--- config.mk ---
export PLATFORM = sky130hd
export DESIGN_NAME = memory_record_stream_loader_core
export DESIGN_NICKNAME = d
export VERILOG_FILES = /design/src/hdl/mrsl_pkg.sv /design/src/hdl/mrsl_front.sv /design/src/hdl/mrsl_fifo.sv /design/src/hdl/mrsl_back.sv /design/src/hdl/memory_record_stream_loader_core.sv
export SDC_FILE = /design/constraint.sdc
export NUM_CORES = 1
export LEC_CHECK = 0
export ABC_AREA = 1
export BUFFER_PORTS_ARGS = -buffer_cell sky130_fd_sc_hd__buf_4
export CAP_MARGIN = 15
export CORE_AREA = 2 2 152 192
export CTS_BUF_LIST = sky130_fd_sc_hd__clkbuf_4
export CTS_CLUSTER_SIZE = 24
export DETAILED_ROUTE_END_ITERATION = 6
export DIE_AREA = 0 0 154 194
export GPL_TIMING_DRIVEN = 0
export PLACE_DENSITY = 0.43
export SYNTH_ARGS = -nofsm -noshare
export SYNTH_HDL_FRONTEND = slang
export SYNTH_HIERARCHICAL = 1
export SYNTH_SLANG_ARGS = --single-unit
--- constraint.sdc ---
create_clock -name clk -period 3.2 [get_ports clk]
set_input_delay 0.64 -clock clk [delete_from_list [all_inputs] [get_ports clk]]
set_output_delay 0.64 -clock clk [all_outputs]
set_load 0.01 [all_outputs]
--- src/hdl/mrsl_pkg.sv ---
// ----------------------------------------------------------------------------
// mrsl_pkg
// Shared types and constants for the memory record stream loader.
// ----------------------------------------------------------------------------
package mrsl_pkg;

  localparam int BURST_LEN_DEF   = 16;
  localparam int QUEUE_DEPTH_DEF = 4;

  localparam logic [7:0] CTRL_IRQ_ENABLE = 8'h01;

  typedef enum logic {
    KIND_WRITE = 1'b0,
    KIND_IRQ   = 1'b1
  } kind_t;

  // Commands passed from the parser to the executor.
  typedef enum logic [2:0] {
    OP_NOP  = 3'd0,
    OP_BANK = 3'd1,
    OP_ADDR = 3'd2,
    OP_DATA = 3'd3,
    OP_IRQ  = 3'd4
  } op_t;

  typedef struct packed {
    logic [7:0] data_byte;
    logic       last_byte;
  } in_t;

  typedef struct packed {
    logic       kind;
    logic [7:0] bank;
    logic [7:0] address;
    logic [7:0] data_value;
    logic       burst_start;
    logic [4:0] burst_length;
  } out_t;

  typedef struct packed {
    op_t        op;
    logic [7:0] value;
    logic [7:0] left;   // bytes left in the record, counting this one
    logic       clr;    // burst counter returns to zero after this command
  } cmd_t;

endpackage

--- src/hdl/mrsl_front.sv ---
// ----------------------------------------------------------------------------
// mrsl_front
// Record parser: tracks the header phase and the byte count of the record and
// turns each input item into one command for the executor.
// ----------------------------------------------------------------------------
module mrsl_front (
  input  logic          clk,
  input  logic          rst,
  input  logic          in_valid,
  output logic          in_ready,
  input  mrsl_pkg::in_t in_data,
  input  logic          queue_full,
  output logic          push,
  output mrsl_pkg::cmd_t cmd
);

  typedef enum logic [2:0] {
    PH_BANK = 3'd0,
    PH_ADDR = 3'd1,
    PH_LEN  = 3'd2,
    PH_DATA = 3'd3,
    PH_CTRL = 3'd4
  } phase_t;

  phase_t     phase;
  phase_t     phase_next;
  logic [7:0] bytes_left;
  logic [7:0] bytes_left_next;

  assign in_ready = !queue_full;
  assign push     = in_valid && in_ready;

  always_comb begin
    phase_next      = phase;
    bytes_left_next = bytes_left;
    cmd.op          = mrsl_pkg::OP_NOP;
    cmd.value       = in_data.data_byte;
    cmd.left        = bytes_left;
    cmd.clr         = in_data.last_byte;
    case (phase)
      PH_ADDR: begin
        cmd.op     = mrsl_pkg::OP_ADDR;
        phase_next = PH_LEN;
      end
      PH_LEN: begin
        bytes_left_next = in_data.data_byte;
        cmd.clr         = 1'b1;
        phase_next      = (in_data.data_byte == 8'd0) ? PH_CTRL : PH_DATA;
      end
      PH_CTRL: begin
        if (in_data.data_byte == mrsl_pkg::CTRL_IRQ_ENABLE) begin
          cmd.op = mrsl_pkg::OP_IRQ;
        end
        phase_next = PH_BANK;
      end
      PH_DATA: begin
        cmd.op = mrsl_pkg::OP_DATA;
        if (bytes_left != 8'd0) begin
          bytes_left_next = bytes_left - 8'd1;
        end
        if (bytes_left_next == 8'd0) begin
          cmd.clr    = 1'b1;
          phase_next = PH_BANK;
        end
      end
      default: begin
        cmd.op     = mrsl_pkg::OP_BANK;
        phase_next = PH_ADDR;
      end
    endcase
    if (in_data.last_byte) begin
      phase_next      = PH_BANK;
      bytes_left_next = 8'd0;
    end
  end

  always_ff @(posedge clk) begin
    if (rst) begin
      phase      <= PH_BANK;
      bytes_left <= 8'd0;
    end else if (push) begin
      phase      <= phase_next;
      bytes_left <= bytes_left_next;
    end
  end

endmodule

--- src/hdl/mrsl_fifo.sv ---
// ----------------------------------------------------------------------------
// mrsl_fifo
// Short command queue between the parser and the executor.
// ----------------------------------------------------------------------------
module mrsl_fifo #(
  parameter int DEPTH = mrsl_pkg::QUEUE_DEPTH_DEF
) (
  input  logic           clk,
  input  logic           rst,
  input  logic           push,
  input  mrsl_pkg::cmd_t push_cmd,
  output logic           full,
  input  logic           pop,
  output logic           not_empty,
  output mrsl_pkg::cmd_t head
);

  localparam int PW = (DEPTH > 1) ? $clog2(DEPTH) : 1;
  localparam int CW = $clog2(DEPTH + 1);
  localparam logic [PW-1:0] LAST_SLOT = PW'(DEPTH - 1);
  localparam logic [CW-1:0] FULL_CNT  = CW'(DEPTH);

  mrsl_pkg::cmd_t slots [DEPTH];
  logic [PW-1:0]  wr_ptr;
  logic [PW-1:0]  rd_ptr;
  logic [CW-1:0]  cnt;

  assign full      = (cnt == FULL_CNT);
  assign not_empty = (cnt != '0);
  assign head      = slots[rd_ptr];

  always_ff @(posedge clk) begin
    if (push) begin
      slots[wr_ptr] <= push_cmd;
    end
  end

  always_ff @(posedge clk) begin
    if (rst) begin
      wr_ptr <= '0;
      rd_ptr <= '0;
      cnt    <= '0;
    end else begin
      if (push) begin
        wr_ptr <= (wr_ptr == LAST_SLOT) ? '0 : wr_ptr + PW'(1);
      end
      if (pop) begin
        rd_ptr <= (rd_ptr == LAST_SLOT) ? '0 : rd_ptr + PW'(1);
      end
      if (push && !pop) begin
        cnt <= cnt + CW'(1);
      end else if (pop && !push) begin
        cnt <= cnt - CW'(1);
      end
    end
  end

`ifndef SYNTHESIS
  a_cnt_bound: assert property (@(posedge clk) disable iff (rst) cnt <= FULL_CNT)
    else $error("queue count above depth");
  a_no_underflow: assert property (@(posedge clk) disable iff (rst) pop |-> not_empty)
    else $error("pop from empty queue");
  a_no_overflow: assert property (@(posedge clk) disable iff (rst) push |-> !full)
    else $error("push into full queue");
  a_reset_empty: assert property (@(posedge clk) rst |=> cnt == '0)
    else $error("queue not empty after reset");
`endif

endmodule

--- src/hdl/mrsl_back.sv ---
// ----------------------------------------------------------------------------
// mrsl_back
// Executor: applies bank and address commands, numbers data bytes, cuts them
// into aligned bursts and holds each result in the output register.
// ----------------------------------------------------------------------------
module mrsl_back #(
  parameter int BURST_LEN = mrsl_pkg::BURST_LEN_DEF
) (
  input  logic           clk,
  input  logic           rst,
  input  logic           cmd_valid,
  input  mrsl_pkg::cmd_t cmd,
  output logic           pop,
  output logic           out_valid,
  input  logic           out_ready,
  output mrsl_pkg::out_t out_data
);

  localparam int ADDR_SPAN = 256;

  // Distance from each address to the next burst boundary.
  logic [7:0] dist_tab [ADDR_SPAN];

  for (genvar g = 0; g < ADDR_SPAN; g++) begin : g_dist
    localparam int DIST = BURST_LEN - (g % BURST_LEN);
    assign dist_tab[g] = 8'(DIST);
  end

  logic [7:0]     bank;
  logic [7:0]     addr;
  logic [4:0]     burst_left;
  logic [7:0]     bank_next;
  logic [7:0]     addr_next;
  logic [4:0]     burst_left_next;
  logic [7:0]     blen;
  logic [7:0]     addr_inc;
  logic           has_result;
  mrsl_pkg::out_t result;

  assign pop = cmd_valid && (!out_valid || out_ready);

  always_comb begin
    bank_next       = bank;
    addr_next       = addr;
    burst_left_next = burst_left;
    has_result      = 1'b0;
    result          = '0;
    addr_inc        = addr + 8'd1;
    blen            = (cmd.left < dist_tab[addr]) ? cmd.left : dist_tab[addr];
    case (cmd.op)
      mrsl_pkg::OP_BANK: begin
        bank_next = cmd.value;
      end
      mrsl_pkg::OP_ADDR: begin
        addr_next = cmd.value;
      end
      mrsl_pkg::OP_IRQ: begin
        has_result  = 1'b1;
        result.kind = mrsl_pkg::KIND_IRQ;
      end
      mrsl_pkg::OP_DATA: begin
        has_result        = 1'b1;
        result.kind       = mrsl_pkg::KIND_WRITE;
        result.bank       = bank;
        result.address    = addr;
        result.data_value = cmd.value;
        if (burst_left == 5'd0) begin
          result.burst_start  = 1'b1;
          result.burst_length = blen[4:0];
          burst_left_next     = blen[4:0];
        end
        if (burst_left_next != 5'd0) begin
          burst_left_next = burst_left_next - 5'd1;
        end
        addr_next = addr_inc;
        if (addr_inc == 8'd0) begin
          bank_next = bank + 8'd1;
        end
      end
      default: begin
      end
    endcase
    if (cmd.clr) begin
      burst_left_next = 5'd0;
    end
  end

  always_ff @(posedge clk) begin
    if (rst) begin
      bank       <= 8'd0;
      addr       <= 8'd0;
      burst_left <= 5'd0;
      out_valid  <= 1'b0;
    end else begin
      if (pop) begin
        bank       <= bank_next;
        addr       <= addr_next;
        burst_left <= burst_left_next;
        out_valid  <= has_result;
      end else if (out_ready) begin
        out_valid <= 1'b0;
      end
    end
    if (pop && has_result) begin
      out_data <= result;
    end
  end

endmodule

--- src/hdl/memory_record_stream_loader_core.sv ---
// Path: each accepted input item is written into the command queue, and its result
// is held in the executor's output register after the commands queued ahead of it.
// Throughput: one item per cycle; a result held by out_ready stalls the executor,
// and the four-entry command queue keeps in_ready high until it fills.
// Reset: rst is synchronous; it returns the parser to the bank byte, empties
// the queue and clears bank, address, burst count and the output valid.
// ----------------------------------------------------------------------------
// memory_record_stream_loader_core
// Loads bank/address/length records from a byte stream and emits one memory
// write per data byte, with aligned burst marks, plus interrupt requests.
// ----------------------------------------------------------------------------
module memory_record_stream_loader_core #(
  parameter int BURST_LEN   = mrsl_pkg::BURST_LEN_DEF,
  parameter int QUEUE_DEPTH = mrsl_pkg::QUEUE_DEPTH_DEF
) (
  input  logic           clk,
  input  logic           rst,
  input  logic           in_valid,
  output logic           in_ready,
  input  mrsl_pkg::in_t  in_data,
  output logic           out_valid,
  input  logic           out_ready,
  output mrsl_pkg::out_t out_data
);

  logic           push;
  logic           pop;
  logic           full;
  logic           not_empty;
  mrsl_pkg::cmd_t push_cmd;
  mrsl_pkg::cmd_t head;

  mrsl_front u_front (
    .clk        (clk),
    .rst        (rst),
    .in_valid   (in_valid),
    .in_ready   (in_ready),
    .in_data    (in_data),
    .queue_full (full),
    .push       (push),
    .cmd        (push_cmd)
  );

  mrsl_fifo #(
    .DEPTH (QUEUE_DEPTH)
  ) u_fifo (
    .clk       (clk),
    .rst       (rst),
    .push      (push),
    .push_cmd  (push_cmd),
    .full      (full),
    .pop       (pop),
    .not_empty (not_empty),
    .head      (head)
  );

  mrsl_back #(
    .BURST_LEN (BURST_LEN)
  ) u_back (
    .clk       (clk),
    .rst       (rst),
    .cmd_valid (not_empty),
    .cmd       (head),
    .pop       (pop),
    .out_valid (out_valid),
    .out_ready (out_ready),
    .out_data  (out_data)
  );

endmodule
## After elaboration in Yosys (flattened, before gate mapping)

Memory sizes are Yosys's and may differ from the RTL's. A register that Yosys moved wholly into a read port is not among the register bits.
Index checks and enable logic that the tools add are counted.

| cells by class | value |
|---|---|
| order comparisons | 2 |
| bitwise operators | 1 |
| add/sub/neg operators | 8 |
| reduce and logical (&&, ||, !) cells | 30 |
| muxes and demuxes | 36 |
| equality and inequality tests | 14 |

Operator list:

| kind | count |
|---|---|
| 8-bit two-way mux | 6 |
| 8-bit case mux with 2 select lines | 3 |
| 5-bit two-way mux | 6 |
| 8-bit logical NOT | 3 |
| 3-bit case mux with 4 select lines | 2 |
| 3-bit two-way mux | 6 |
| 8-bit by 1-bit adder with 8-bit output, second input constant | 2 |
| 3-bit by 2-bit == test with 1-bit output, second input constant | 4 |
| 2-bit AND reduction | 5 |
| 2-bit nonzero test | 5 |
| 3-bit == test, second input constant | 3 |
| 9-bit greater-or-equal comparator, second input constant | 1 |
| 8-bit NOT with 9-bit output | 1 |
| 8-bit by 1-bit == test with 1-bit output, second input constant | 1 |
| 8-bit less-than comparator | 1 |
| 2-bit two-way mux | 4 |
| 8-bit nonzero test | 1 |
| 8-bit by 1-bit subtractor with 8-bit output, second input constant | 1 |
| 1-bit two-way mux | 7 |
| 3-bit by 1-bit == test with 1-bit output, second input constant | 2 |
| 6-bit two-way mux | 1 |
| 3-bit nonzero test | 2 |
| 1-bit logical AND | 5 |
| 5-bit logical NOT | 1 |
| other kinds (13) | 18 |

| storage, ports and cells | value |
|---|---|
| input bits | 13 |
| output and inout port bits | 33 |
| memory bits (writable) | 80 |
| register bits | 71 |
| bits in read-only memories | 2048 |
| memories kept | 2 |

Memories:

| memory | words | bits a word | read ports | clocked after Yosys merged registers in | write ports | line | text |
|---|---|---|---|---|---|---|---|
| (no name shown) | 256 | 8 | 1 | 0 | 0 | mrsl_back.sv:49 | `blen = (cmd.left < dist_tab[addr]) ? cmd.left : dist_tab[addr];` |
| u_fifo.slots | 4 | 20 | 1 | 1 | 1 | mrsl_fifo.sv:23 | `mrsl_pkg::cmd_t slots [DEPTH];` |

## Logic depth before layout (Yosys ltp)

Gate-level depths: netlist of run 1.

| logic depth | value |
|---|---|
| depth in word-level cells | 12 |
| depth in mapped cells | 23 |

## Modules after synthesis

Netlist of run 1, hierarchy kept.

By module, submodules not included:

| module | seq. area each (um2) | area an instance (um2) | instances | cells an instance |
|---|---|---|---|---|
| mrsl_fifo | 2582.5 | 3400.8 | 1 | 254 |
| mrsl_back | 1371.3 | 2785.2 | 1 | 323 |
| mrsl_front | 220.2 | 1022.2 | 1 | 166 |

## Least setup slack after synthesis of run 1

Ideal clock, no wire load.

| timing path | value |
|---|---|
| path kind | register to register |
| start | reg u_back.addr[0] |
| end | reg u_back.burst_left[1] |
| library setup time | 70 ps |
| path slack | 583 ps |
| stages on the path, launching flop included | 23 |
| arrival | 2547 ps |
| path through | dfxtp_1 inv_1 ha_1 a31oi_1 inv_1 ha_1 nand2_1 inv_1 nand2_1 nand2_1 nand2_2 nand2_2 nand2_1 nand3_1 nand2_1 inv_1 ha_1 nand3_2 nor2_4 nand2_1 nand2_1 nand3_1 a21oi_1 |

| between the ends | value |
|---|---|
| word-level cells in the longest chain between the ends | 12 |

RTL lines:

| what | line | text |
|---|---|---|
| start, declared | mrsl_back.sv:30 | `logic [7:0] addr;` |
| start signal, assigned | mrsl_back.sv:97 | `addr <= addr_next;` |
| 8-bit NOT with 9-bit output (implied by the code) * | mrsl_back.sv:49 |  |
| memory read 256 x 8 bit * | - |  |
| 8-bit two-way mux (implied by the code) * (2 in series) | mrsl_back.sv:49 |  |
| 8-bit less-than comparator | mrsl_back.sv:49 |  |
| 5-bit two-way mux * | mrsl_back.sv:49 |  |
| 5-bit two-way mux * | mrsl_back.sv:67 | `if (burst_left == 5'd0) begin` |
| 5-bit two-way mux * | mrsl_back.sv:50 | `case (cmd.op)` |
| 5-bit by 1-bit subtractor with 5-bit output or 5-bit nonzero test (tied branches) | mrsl_back.sv:73, mrsl_back.sv:72 |  |
| 5-bit two-way mux * | mrsl_back.sv:72 | `if (burst_left_next != 5'd0) begin` |
| 5-bit two-way mux * | mrsl_back.sv:50 |  |
| 5-bit two-way mux * | mrsl_back.sv:83 | `if (cmd.clr) begin` |
| end signal, assigned | mrsl_back.sv:98 | `burst_left <= burst_left_next;` |
| end, declared | mrsl_back.sv:31 | `logic [4:0] burst_left;` |

Mark *: on every way between the ends. The rest lies on a longest branch, timed or not. The select of a mux whose other input is x is not followed.
A chain may end at the register's enable or synchronous reset.

==> results of run 1 <==
logic make-up (layout without fill, tap and decap cells):
kind of cell	count (synthesis)	after routing	synth area share, %
AOI/OAI and AO/OA	145	145	11.2
buffers and inverters	130	210	7.57
adders and majority gates	18	18	3.23
other	0	1	0
DFF	153	153	57.9
and+or+nand+nor	288	288	19.0
xor gates and xnor gates	9	9	1.09
critical path, stage by stage (launching register included):
cell,delay (ps)
dfxtp_1,430
inv_1,80
clkbuf_2,230
o21ai_1,150
o22ai_1,110
ha_1,310
nand2_1,50
inv_1,50
nand2_1,40
nand2_1,60
nand2_2,80
nand2_2,120
nand2_1,70
nand3_1,100
nand2_1,80
inv_1,120
ha_1,210
nand3_2,100
nor2_4,150
nand2_1,80
nand2_1,60
nand3_1,70
a21oi_1,120
routing by layer:
metal	wire length, µm	track usage [%]
met1	7680	14.2
met4	430	5.50
met5	0	0
met3	536	2.26
met2	9010	21.2
cells in the final DEF, fill, tap and decap left out, types with 2 or more instances in the layout:
master	synthesis	layout
nand2_1	103	103
o21ai_2	2	3
nand4_1	4	4
inv_1	90	88
dfxtp_1	42	40
a31oi_1	5	5
nand2_2	9	9
nor3_1	7	7
clkinv_2	0	3
o21ai_1	46	46
clkinvlp_4	0	6
dfxtp_2	0	2
nor2_1	101	101
o31ai_1	2	2
nor3_2	3	3
xor2_1	8	8
nor2_2	9	9
o21ai_0	21	20
o211ai_1	6	6
edfxtp_1	111	111
buf_4	9	56
clkbuf_4	0	19
inv_2	10	11
nand3_2	5	5
nor2_4	4	4
buf_2	9	8
nand3_1	29	29
nor4_4	2	2
nand2_4	2	2
clkbuf_1	6	4
or2_2	3	3
o22ai_1	20	19
ha_1	17	17
a21oi_1	38	38
buf_1	4	4
inv_6	0	6
nand3b_1	2	2
cells in the mapped netlist, drive strengths merged:
library cell / instances / area (µm²)
a211oi: 1 / 7.51
nor4b: 1 / 8.76
a21boi: 1 / 11.3
dfxtp: 42 / 841
xnor2: 1 / 8.76
o21ai: 69 / 353
clkbuf: 6 / 22.5
nor3: 10 / 65.1
nor2: 115 / 500
o31ai: 2 / 15.0
a31o: 1 / 8.76
nand2: 114 / 465
or2: 3 / 18.8
edfxtp: 111 / 3330
nand4: 4 / 25.0
a21oi: 39 / 199
dlygate4sd1: 1 / 8.76
nor4: 4 / 61.3
nand3b: 2 / 15.0
inv: 100 / 375
nand3: 35 / 213
o211ai: 6 / 45.0
a221oi: 1 / 8.76
buf: 23 / 139
ha: 17 / 213
xor2: 8 / 70.1
o22ai: 20 / 125
fa: 1 / 20.0
a31oi: 5 / 31.3
area by class of cell:
cell class                      instances  area (µm²)
Antenna cell                            1        2.50
Buffer                                 30         178
Clock buffer                           17         128
Clock inverter                         15         139
Fill cell                            2922       19800
Inverter                              100         379
Multi-Input combinational cell        460        2500
Sequential cell                       153        4180
Tap cell                              355         444
Timing Repair Buffer                   47         353
Timing Repair inverter                  1        7.51
worst max-delay path by stage:
stage | depth (start not counted) | from | end
2_1_floorplan | 22 | u_back/addr[0] | u_back/burst_left[1]
3_3_place_gp | 8 | register | u_back/out_data[9]
3_5_place_dp | 8 | register | u_back/out_data[9]
4_1_cts | 17 | register | u_back/burst_left[1]
5_1_grt | 22 | register | u_back/burst_left[1]
6_report | 22 | register | u_back/burst_left[1]
metrics by stage:
step	cell area, µm²	util (%)	setup TNS, ps	total power, µW	setup slack, ps
5_1_grt	8310	29.6	0	8580	28.8
6_report	8310	29.6	0	7900	259
2_1_floorplan	7210	-	0	5630	583
3_5_place_dp	7990	28.5	-8040	6770	-264
4_1_cts	8290	29.5	0	8000	24.7
3_3_place_gp	7990	28.5	-8180	6760	-269
state kept, by name, indices dropped and copies added (netlist names), named ones only:
signal,flops
u_fifo/slots,80
u_back/out_data,31
u_back/addr,8
u_back/bank,8
u_front/bytes_left,8
u_back/burst_left,5
u_fifo/cnt,3
u_front/phase,3
u_fifo/rd_ptr,2
u_fifo/wr_ptr,2
u_back/out_valid,1
repair_timing:
action	CTS	global route
setup buffers	2	0
resized for setup	5	9
pin swaps	0	1
endpoints found under the setup margin	32	21
cloned	1	0
report_power, final:
group | switching (µW) | total, µW | internal [µW]
combinational | 2530 | 3840 | 1310
sequential | 232 | 2910 | 2670
clock | 748 | 1150 | 400
total | 3510 | 7900 | 4380
==> summary.md, run 1 <==
| Metric | Value |
|---|---|
| Status | finished, final reports clean |
| Die area | 29900 µm² |
| Num rows | 69 |
| Netlist Area Pre-Place | a little over 7000 µm² |
| Drc violations | 0 |
| Peak supply drop | 362 µV |
| Hold Crit Class | primary input to register |
| RSZ-0062 raised after global routing | false |
| CTS max path bufs | 2 |
| MaxCap Viol Count | 0 |
| CTS H-tree lvls | 4 |
| Hold Buf Count CTS | 0 |
| I/O Buffers | between 40 and 50 |
| Synth Register Bits | 153 |
| Root buf cell | clkbuf_4 |
| Slew @ Worst Pin | 993 ps |
| Ys Warns | 6 |
| Largest net degree at the start of global routing | 21 |
| Mapped Nets | 774 |
| Drt via density | about 4.3 |
| DIE WIDTH | ~150 µm |
| GR Overflow Total | 0 |
| Hold slack final | slightly below 300 ps |
| NumNets Final | approximately 840 |
| DRT Pass-1 Iters | 7 |
| Initial antenna violation count | 1 |
| Seq/Total Area, Yosys | 57.9% |
| Clk sink count | around 150 |
| Clock transition at path regs | 140 ps |
| CP required | between 3000 and 4000 ps |
| First-pass GRT wire length | 27700 µm |
| Lkg Pwr | approximately 0.0032 µW |
| Fin. Hold Viols | 0 |
| CTS buffer count | 17 |
| Crit share post-route | 91.9% |
| Max-slew violations | 0 |
| All-layer global routing usage | 12.1% |
| Core area | 28100 µm² |
| Num ports | 46 |
| Fin crit period | roughly 2900 ps |
| WL/cell | about 15 µm |
| Worst R2R Path Depth | 22 |
| CP arrival | 3420 ps |
| CP Launch Type | register |
| WS Path Type | register to register |
| Distinct cells, synth | 46 |
| Setup slack, reg-to-reg | roughly 260 ps |
| Post-placement cell count | between 1k and 1.5k |
| Finished Layout Cells | 1179 |
| Vias post-DR | 5125 |
| Share of cells above drive strength 1 | 19.7% |
| GPL Wtd Cong | 0.788 |
| Final ANT Viol Nets | 0 |
| Mean Syn Cell Area | ~9.7 µm² |
| Post-DP HPWL | 12400 µm |
| Pwr Density | around 950 nW/µm² |
| Crit. End Element | register |
| Vias in the first global route | around 5.1k |
| Starting Density | between 20% and 30% |
| Worst-skew pair later-pin latency | 550 ps |
| Setup violators final | 0 |
| Die height | 194 µm |
| Final clock skew | between 15 and 20 ps |
| Hold EP | u_fifo/wr_ptr[0] |
| Hold path start | rst |
| Post-Syn Instances | ~740 |
| Area delta synth->final | 15.2% |
| Starting DRT DRC Count | approximately 290 |
| CTS tree | yes |
| Relative slew slack | between 30 and 40% |
| Critical-path maximum fanout | 10 |
| Final wirelength | 17700 µm |
| Hold path cells | 2 |
| Highest clock rate | 340 MHz |
| Reg2reg end | u_back/burst_left[1] |
No activity file was read; power rests on OpenSTA's default activity.
==> run 2, diff against run 1 <==
Settings changed: PLACE_DENSITY 0.43 to not set.
==> run 2 against run 1 <==
- die area is the same
- fmax increased by 1.8%
- combinational power about the same
- count of clock-buffer cells in the layout increased by 4
- critical path depth grew 1
- first-iteration DRC count is 9.8% lower
- core utilization up 0.36 points
- register-to-register slack gained 50 ps
- cell count up 0.17%
- clock skew up 6.5 ps
- via count is 2.0% higher
- sequential share of layout area shrank 0.58 points
- largest cell class unchanged
- highest routed layer unchanged
==> summary.md, run 2 (synthesis gave the netlist of run 1 again) <==
| Metric | Value |
|---|---|
| Reg with most FFs | u_fifo/slots |
| Met3 wire len | 743 µm |
| Starting Density | 25.7% |
| Starting DRT DRC Count | 259 |
| Largest net degree at the start of global routing | 21 |
| Drc violations | 0 |
| MaxCap Viol Count | 0 |
| Post-DP HPWL | 11600 µm |
| Final ANT Viol Nets | 0 |
| Initial antenna violation count | 1 |
| Root buf cell | clkbuf_4 |
| Setup violators final | 0 |
| Clock transition at path regs | between 100 and 150 ps |
| NumNets Final | 843 |
| Crit. End Element | register |
| CTS H-tree lvls | 4 |
| Crit share post-route | 90.3% |
| End point of the critical path | u_back/burst_left[0] |
| Finished Layout Cells | 1181 |
| Lkg Pwr | 0.00322 µW |
| Largest register FFs | 80 |
| Hold slack final | 280 ps |
| CP Launch Point | u_back/addr[0] |
| Max-slew violations | 0 |
| Post-placement cell count | roughly 1.1k |
| Share of cells above drive strength 1 | 20.4% |
| Met2 WL | 8370 µm |
| Setup TNS | 0 ps |
| Vias in the first global route | approximately 5.1k |
| Pwr Density | 964 nW/µm² |
| Worst R2R Path Depth | 23 |
| Commonest non-fill, non-tap cells in the layout | edfxtp_1 (111), nand2_1 (103), nor2_1 (101), inv_1 (86), buf_4 (59) |
| Place WS | -158 ps |
| Commonest non-fill, non-tap cell in the layout | edfxtp_1 |
| CP arrival | roughly 3400 ps |
| Peak supply drop | 443 µV |
| Drt via density | 4.43 |
| All-layer global routing usage | 10.9% |
| Status | finished, final reports clean |
| Die area | approximately 30000 µm² |
| Final wirelength | 16100 µm |
| Die height | 194 µm |
| Metal-1 WL | 6530 µm |
| CP Launch Type | register |
| Setup slack, reg-to-reg | just over 300 ps |
| WL/cell | roughly 14 µm |
| Hold Crit Class | primary input to register |
| CTS buffer count | 17 |
| Clk sink count | 153 |
| DRT Pass-1 Iters | 6 |
| Core area | roughly 28000 µm² |
| Reg2reg end | u_back/burst_left[0] |
| DR top layer | met4 |
| Design Power | around 8100 µW |
| Top Registers | u_fifo/slots x80, u_back/out_data x31 |
| Fin crit period | 2890 ps |
| Num rows | 69 |
| WS Path Type | register to register |
| FILL cells | 2906 |
| Critical R2R Launch | u_back/addr[0] |
| GPL Wtd Cong | 0.818 |
| Final clock skew | around 25 ps |
| DIE WIDTH | approximately 150 µm |
| CTS tree | yes |
| Fin. Hold Viols | 0 |
| Hold Buf Count CTS | 0 |
| Worst-skew pair later-pin latency | 560 ps |
| GR Overflow Total | 0 |
| CTS max path bufs | 2 |
| I/O Buffers | 45 |
| Area delta synth->final | 16.6% |
| Slew @ Worst Pin | ~940 ps |
| CP required | 3680 ps |
| Final worst setup slack | 310 ps |
| Vias post-DR | 5227 |
| Num ports | 46 |
| Relative slew slack | 37.4% |
| First-pass GRT wire length | 25500 µm |
| Highest clock rate | between 300 and 400 MHz |
| Critical-path maximum fanout | 6 |
## run 2: critical path, stage by stage (launching register included)
cell     delay (ps)
dfxtp_4         390
inv_2           110
ha_2            200
a21oi_1          70
a31oi_1         140
inv_1            80
ha_1            290
nand2_1          50
inv_1            50
nand2_1          40
nand2_1          60
nand2_2          90
nand2_4         100
nand2_1          50
nand3_1         100
nand2_1          90
inv_1            90
ha_2            200
nand3_2         100
nor2_4          170
nand2_1          90
nand2_1          70
nand3_1          70
a21oi_1         120
## run 2: cell type report
| class | count | area (µm²) | share of cell area (%) |
|---|---|---|---|
| sequential | 153 | 4180 | 49.7 |
| multi-input combinational | 460 | 2510 | 29.9 |
| tap | 355 | 444 | 5.28 |
| inverter | 100 | 379 | 4.51 |
| timing repair buffer | 49 | 368 | 4.38 |
| buffer | 30 | 185 | 2.20 |
| clock inverter | 11 | 173 | 2.05 |
| clock buffer | 21 | 158 | 1.88 |
| timing repair inverter | 1 | 7.51 | 0.0893 |
| antenna | 1 | 2.50 | 0.0298 |
## run 2: metal layers
metal  global-route usage [%]  vias up
met5                        0        -
met3                     2.57       32
met4                     5.19        0
li1                         -     2640
met1                     11.8     2422
met2                     20.0      133
## run 2: stage by stage
step                utilization, %  instance area [µm²]
CTS                           29.8                 8350
detailed placement            28.5                 7990
floorplan                        -                 7210
finish                        30.0                 8410
global placement              28.5                 7990
global route                  30.0                 8410
## run 2: worst min path at each step
stage                               startpoint                   end  slack, ps  depth (start not counted)
after floorplan                 u_back/bank[7]        u_back/bank[7]        440                          2
after global placement          u_back/bank[7]        u_back/bank[7]        450                          2
after CTS                                  rst         u_fifo/cnt[0]        230                          2
after global routing                       rst      u_fifo/wr_ptr[0]        250                          2
final                                      rst         u_fifo/cnt[0]        280                          2
after detailed placement  u_back/burst_left[1]  u_back/burst_left[1]        460                          2
## run 2: timing repair
item,4_1_cts,5_1_grt
buffers inserted,3,1
endpoints found under the setup margin,31,56
pin swaps,0,2
gates resized for setup,3,23
cloned,1,0
## run 2: power by group
group	internal, µW	switching, µW	total [µW]
Sequential	2680	237	2910
Clock	658	687	1340
Combinational	1360	2490	3850
==> run 3, diff against run 2 <==
Settings changed: PLACE_DENSITY_LB_ADDON set to 0.3.
==> run 3 against run 2 <==
- sequential share of layout area barely moved
- count of clock-buffer cells in the layout is 2 lower
- first-iteration DRC count increased by 4.6%
- sequential power hardly changed
- total power grew 0.30%
- core utilization about the same
- global-route usage up 0.50 points
- cell count is the same
- non-clock buffer count is the same
- critical path type unchanged
- critical endpoint is now u_back/burst_left[1]
- largest power group unchanged
==> summary.md, run 3 (synthesis gave the netlist of run 1 again) <==
| Metric | Value |
|---|---|
| Metal-1 WL | approximately 7300 µm |
| Num ports | 46 |
| Setup violators final | 0 |
| Max-slew violations | 0 |
| Post-placement cell count | 1143 |
| Met2 WL | 8810 µm |
| Crit share post-route | between 90% and 100% |
| Met3 wire len | 498 µm |
| Largest register FFs | 80 |
| Switching Share | between 40% and 50% |
| Logic pwr share | about half |
| Core area | 28100 µm² |
| Psw | 3460 µW |
| Commonest non-fill, non-tap cells in the layout | edfxtp_1 (111), nand2_1 (103), nor2_1 (100), inv_1 (86), buf_4 (58) |
| DRT Pass-1 Iters | 4 |
| RSZ-0062 raised after global routing | false |
| CTS buffer count | 17 |
| Drc violations | 0 |
| Root buf cell | clkbuf_4 |
| Highest clock rate | about 340 MHz |
| Place WS | -206 ps |
| Reg with most FFs | u_fifo/slots |
| Final clock skew | ~25 ps |
| Register area | 4180 µm² |
| GR Overflow Total | 0 |
| Fin. Hold Viols | 0 |
| MaxCap Viol Count | 0 |
| Lkg Pwr | 0.00321 µW |
| Die height | a little under 200 µm |
| Slew @ Worst Pin | 984 ps |
| Vias post-DR | 5162 |
| Final wirelength | 16800 µm |
| Die area | between 20000 and 30000 µm² |
| I/O Buffers | 45 |
| Largest net degree at the start of global routing | 21 |
| Share of cells above drive strength 1 | between 20 and 25% |
| Post-DP HPWL | 12000 µm |
| Status | finished, final reports clean |
| Top delay family on crit path | buffers and inverters |
| FILL cells | 2914 |
| First-pass GRT wire length | 26600 µm |
| NumNets Final | 843 |
| CTS tree | yes |
| Relative slew slack | 33.5% |
| CP Launch Type | register |
| Hold Crit Class | primary input to register |
| Clock Power Share | 15.2% |
| Final ANT Viol Nets | 0 |
| CTS H-tree lvls | 4 |
| Internal power | 4670 µW |
| Area of the multi-input gates | 2540 µm² |
| Num rows | a little under 70 |
| Starting Density | 25.7% |
| CP Cell Sequence | clkbuf_1, o21ai_1, o22ai_1, nor4_4, buf_4, nand2_4, nand2_1, nand3_1, nand2_1, inv_2, ha_2, nand3_2, nor2_4, buf_4, nand3_1, nand3_1, a21oi_1 |
| WS Path Type | register to register |
| Setup TNS | 0 ps |
| Critical-path maximum fanout | 10 |
| Starting DRT DRC Count | 271 |
| Final worst setup slack | 287 ps |
| DIE WIDTH | between 150 and 200 µm |
| Vias in the first global route | 5056 |
| Top Registers | u_fifo/slots x80, u_back/out_data x31 |
| Sequential share of power | 35.9% |
| Fin crit period | 2910 ps |
| WP buf/inv | 4 |
| Crit-path max cell delay | 420 ps |
| Clock transition at path regs | 130 ps |
| Area delta synth->final | 16.6% |
| Pwr Density | 967 nW/µm² |
| DR top layer | met4 |
| Critical Path Most Common Cell | nand3_1 |
| Worst-skew pair later-pin latency | 560 ps |
| All-layer global routing usage | 11.4% |
| Initial antenna violation count | 1 |
| Finished Layout Cells | ~1.2k |
| GPL Wtd Cong | 0.792 |
| Crit. End Element | register |
| Design Power | slightly above 8000 µW |
| Peak supply drop | 436 µV |
| CP required | 3620 ps |
| CP arrival | 3330 ps |
| CP max stage cell | dfxtp_1 |
| Commonest non-fill, non-tap cell in the layout | edfxtp_1 |
| WL/cell | approximately 14 µm |
| Drt via density | 4.37 |
| Clk sink count | 153 |
| CTS max path bufs | 2 |
## run 3: final timing paths
kind / from / to / slack, ps / depth (start not counted)
worst max-delay path: register / u_back/burst_left[1] / 290 / 17
worst min-delay path: rst / u_fifo/cnt[0] / 300 / 2
worst max register to register: register / u_back/burst_left[1] / 290 / 17
worst min register to register: u_back/burst_left[2] / u_back/burst_left[2] / 470 / 2
## run 3: power by group through the flow
stage                     combinational [µW]  clock, µW  sequential, µW
after floorplan                         2650          0            2990
after global placement                  3720          0            2950
after detailed placement                3740          0            2960
after CTS                               3810       1290            2910
after global routing                    4500       1360            2970
final                                   3980       1230            2920
## run 3: metal layers
layer	vias to the layer above	global-route usage, %
li1	2641	-
met1	2427	13.1
met2	79	20.7
met3	15	2.66
met4	0	4.08
met5	-	0
## run 3: worst register-to-register path, delay by kind of cell, from the launching register on
family / cells / cell delay, ps
compound gates: 3 / 560
fa+ha+maj: 1 / 190
buf+inv: 4 / 810
flops: 1 / 420
simple gates: 9 / 800
## run 3: layout make-up
class,count,area share [%]
antenna,1,0.0298
buffer,30,2.23
clock buffer,19,1.70
clock inverter,13,1.83
inverter,100,4.54
multi-input combinational,460,30.2
sequential,153,49.7
tap,355,5.28
timing repair buffer,49,4.38
timing repair inverter,1,0.0893
## run 3: what timing repair did
action / CTS / global route
setup buffers: 1 / 3
pin swaps: 0 / 2
hold buffers: 0 / 0
resized for setup: 4 / 30
gates cloned: 1 / 0
setup endpoints to repair: 31 / 22
## run 3: per-stage QoR
stage	hold slack (ps)	area, µm²	util, %
after floorplan	441	7210	-
after global placement	456	7990	28.5
after detailed placement	460	7990	28.5
after CTS	244	8310	29.6
after global routing	242	8410	30.0
final	297	8410	30.0
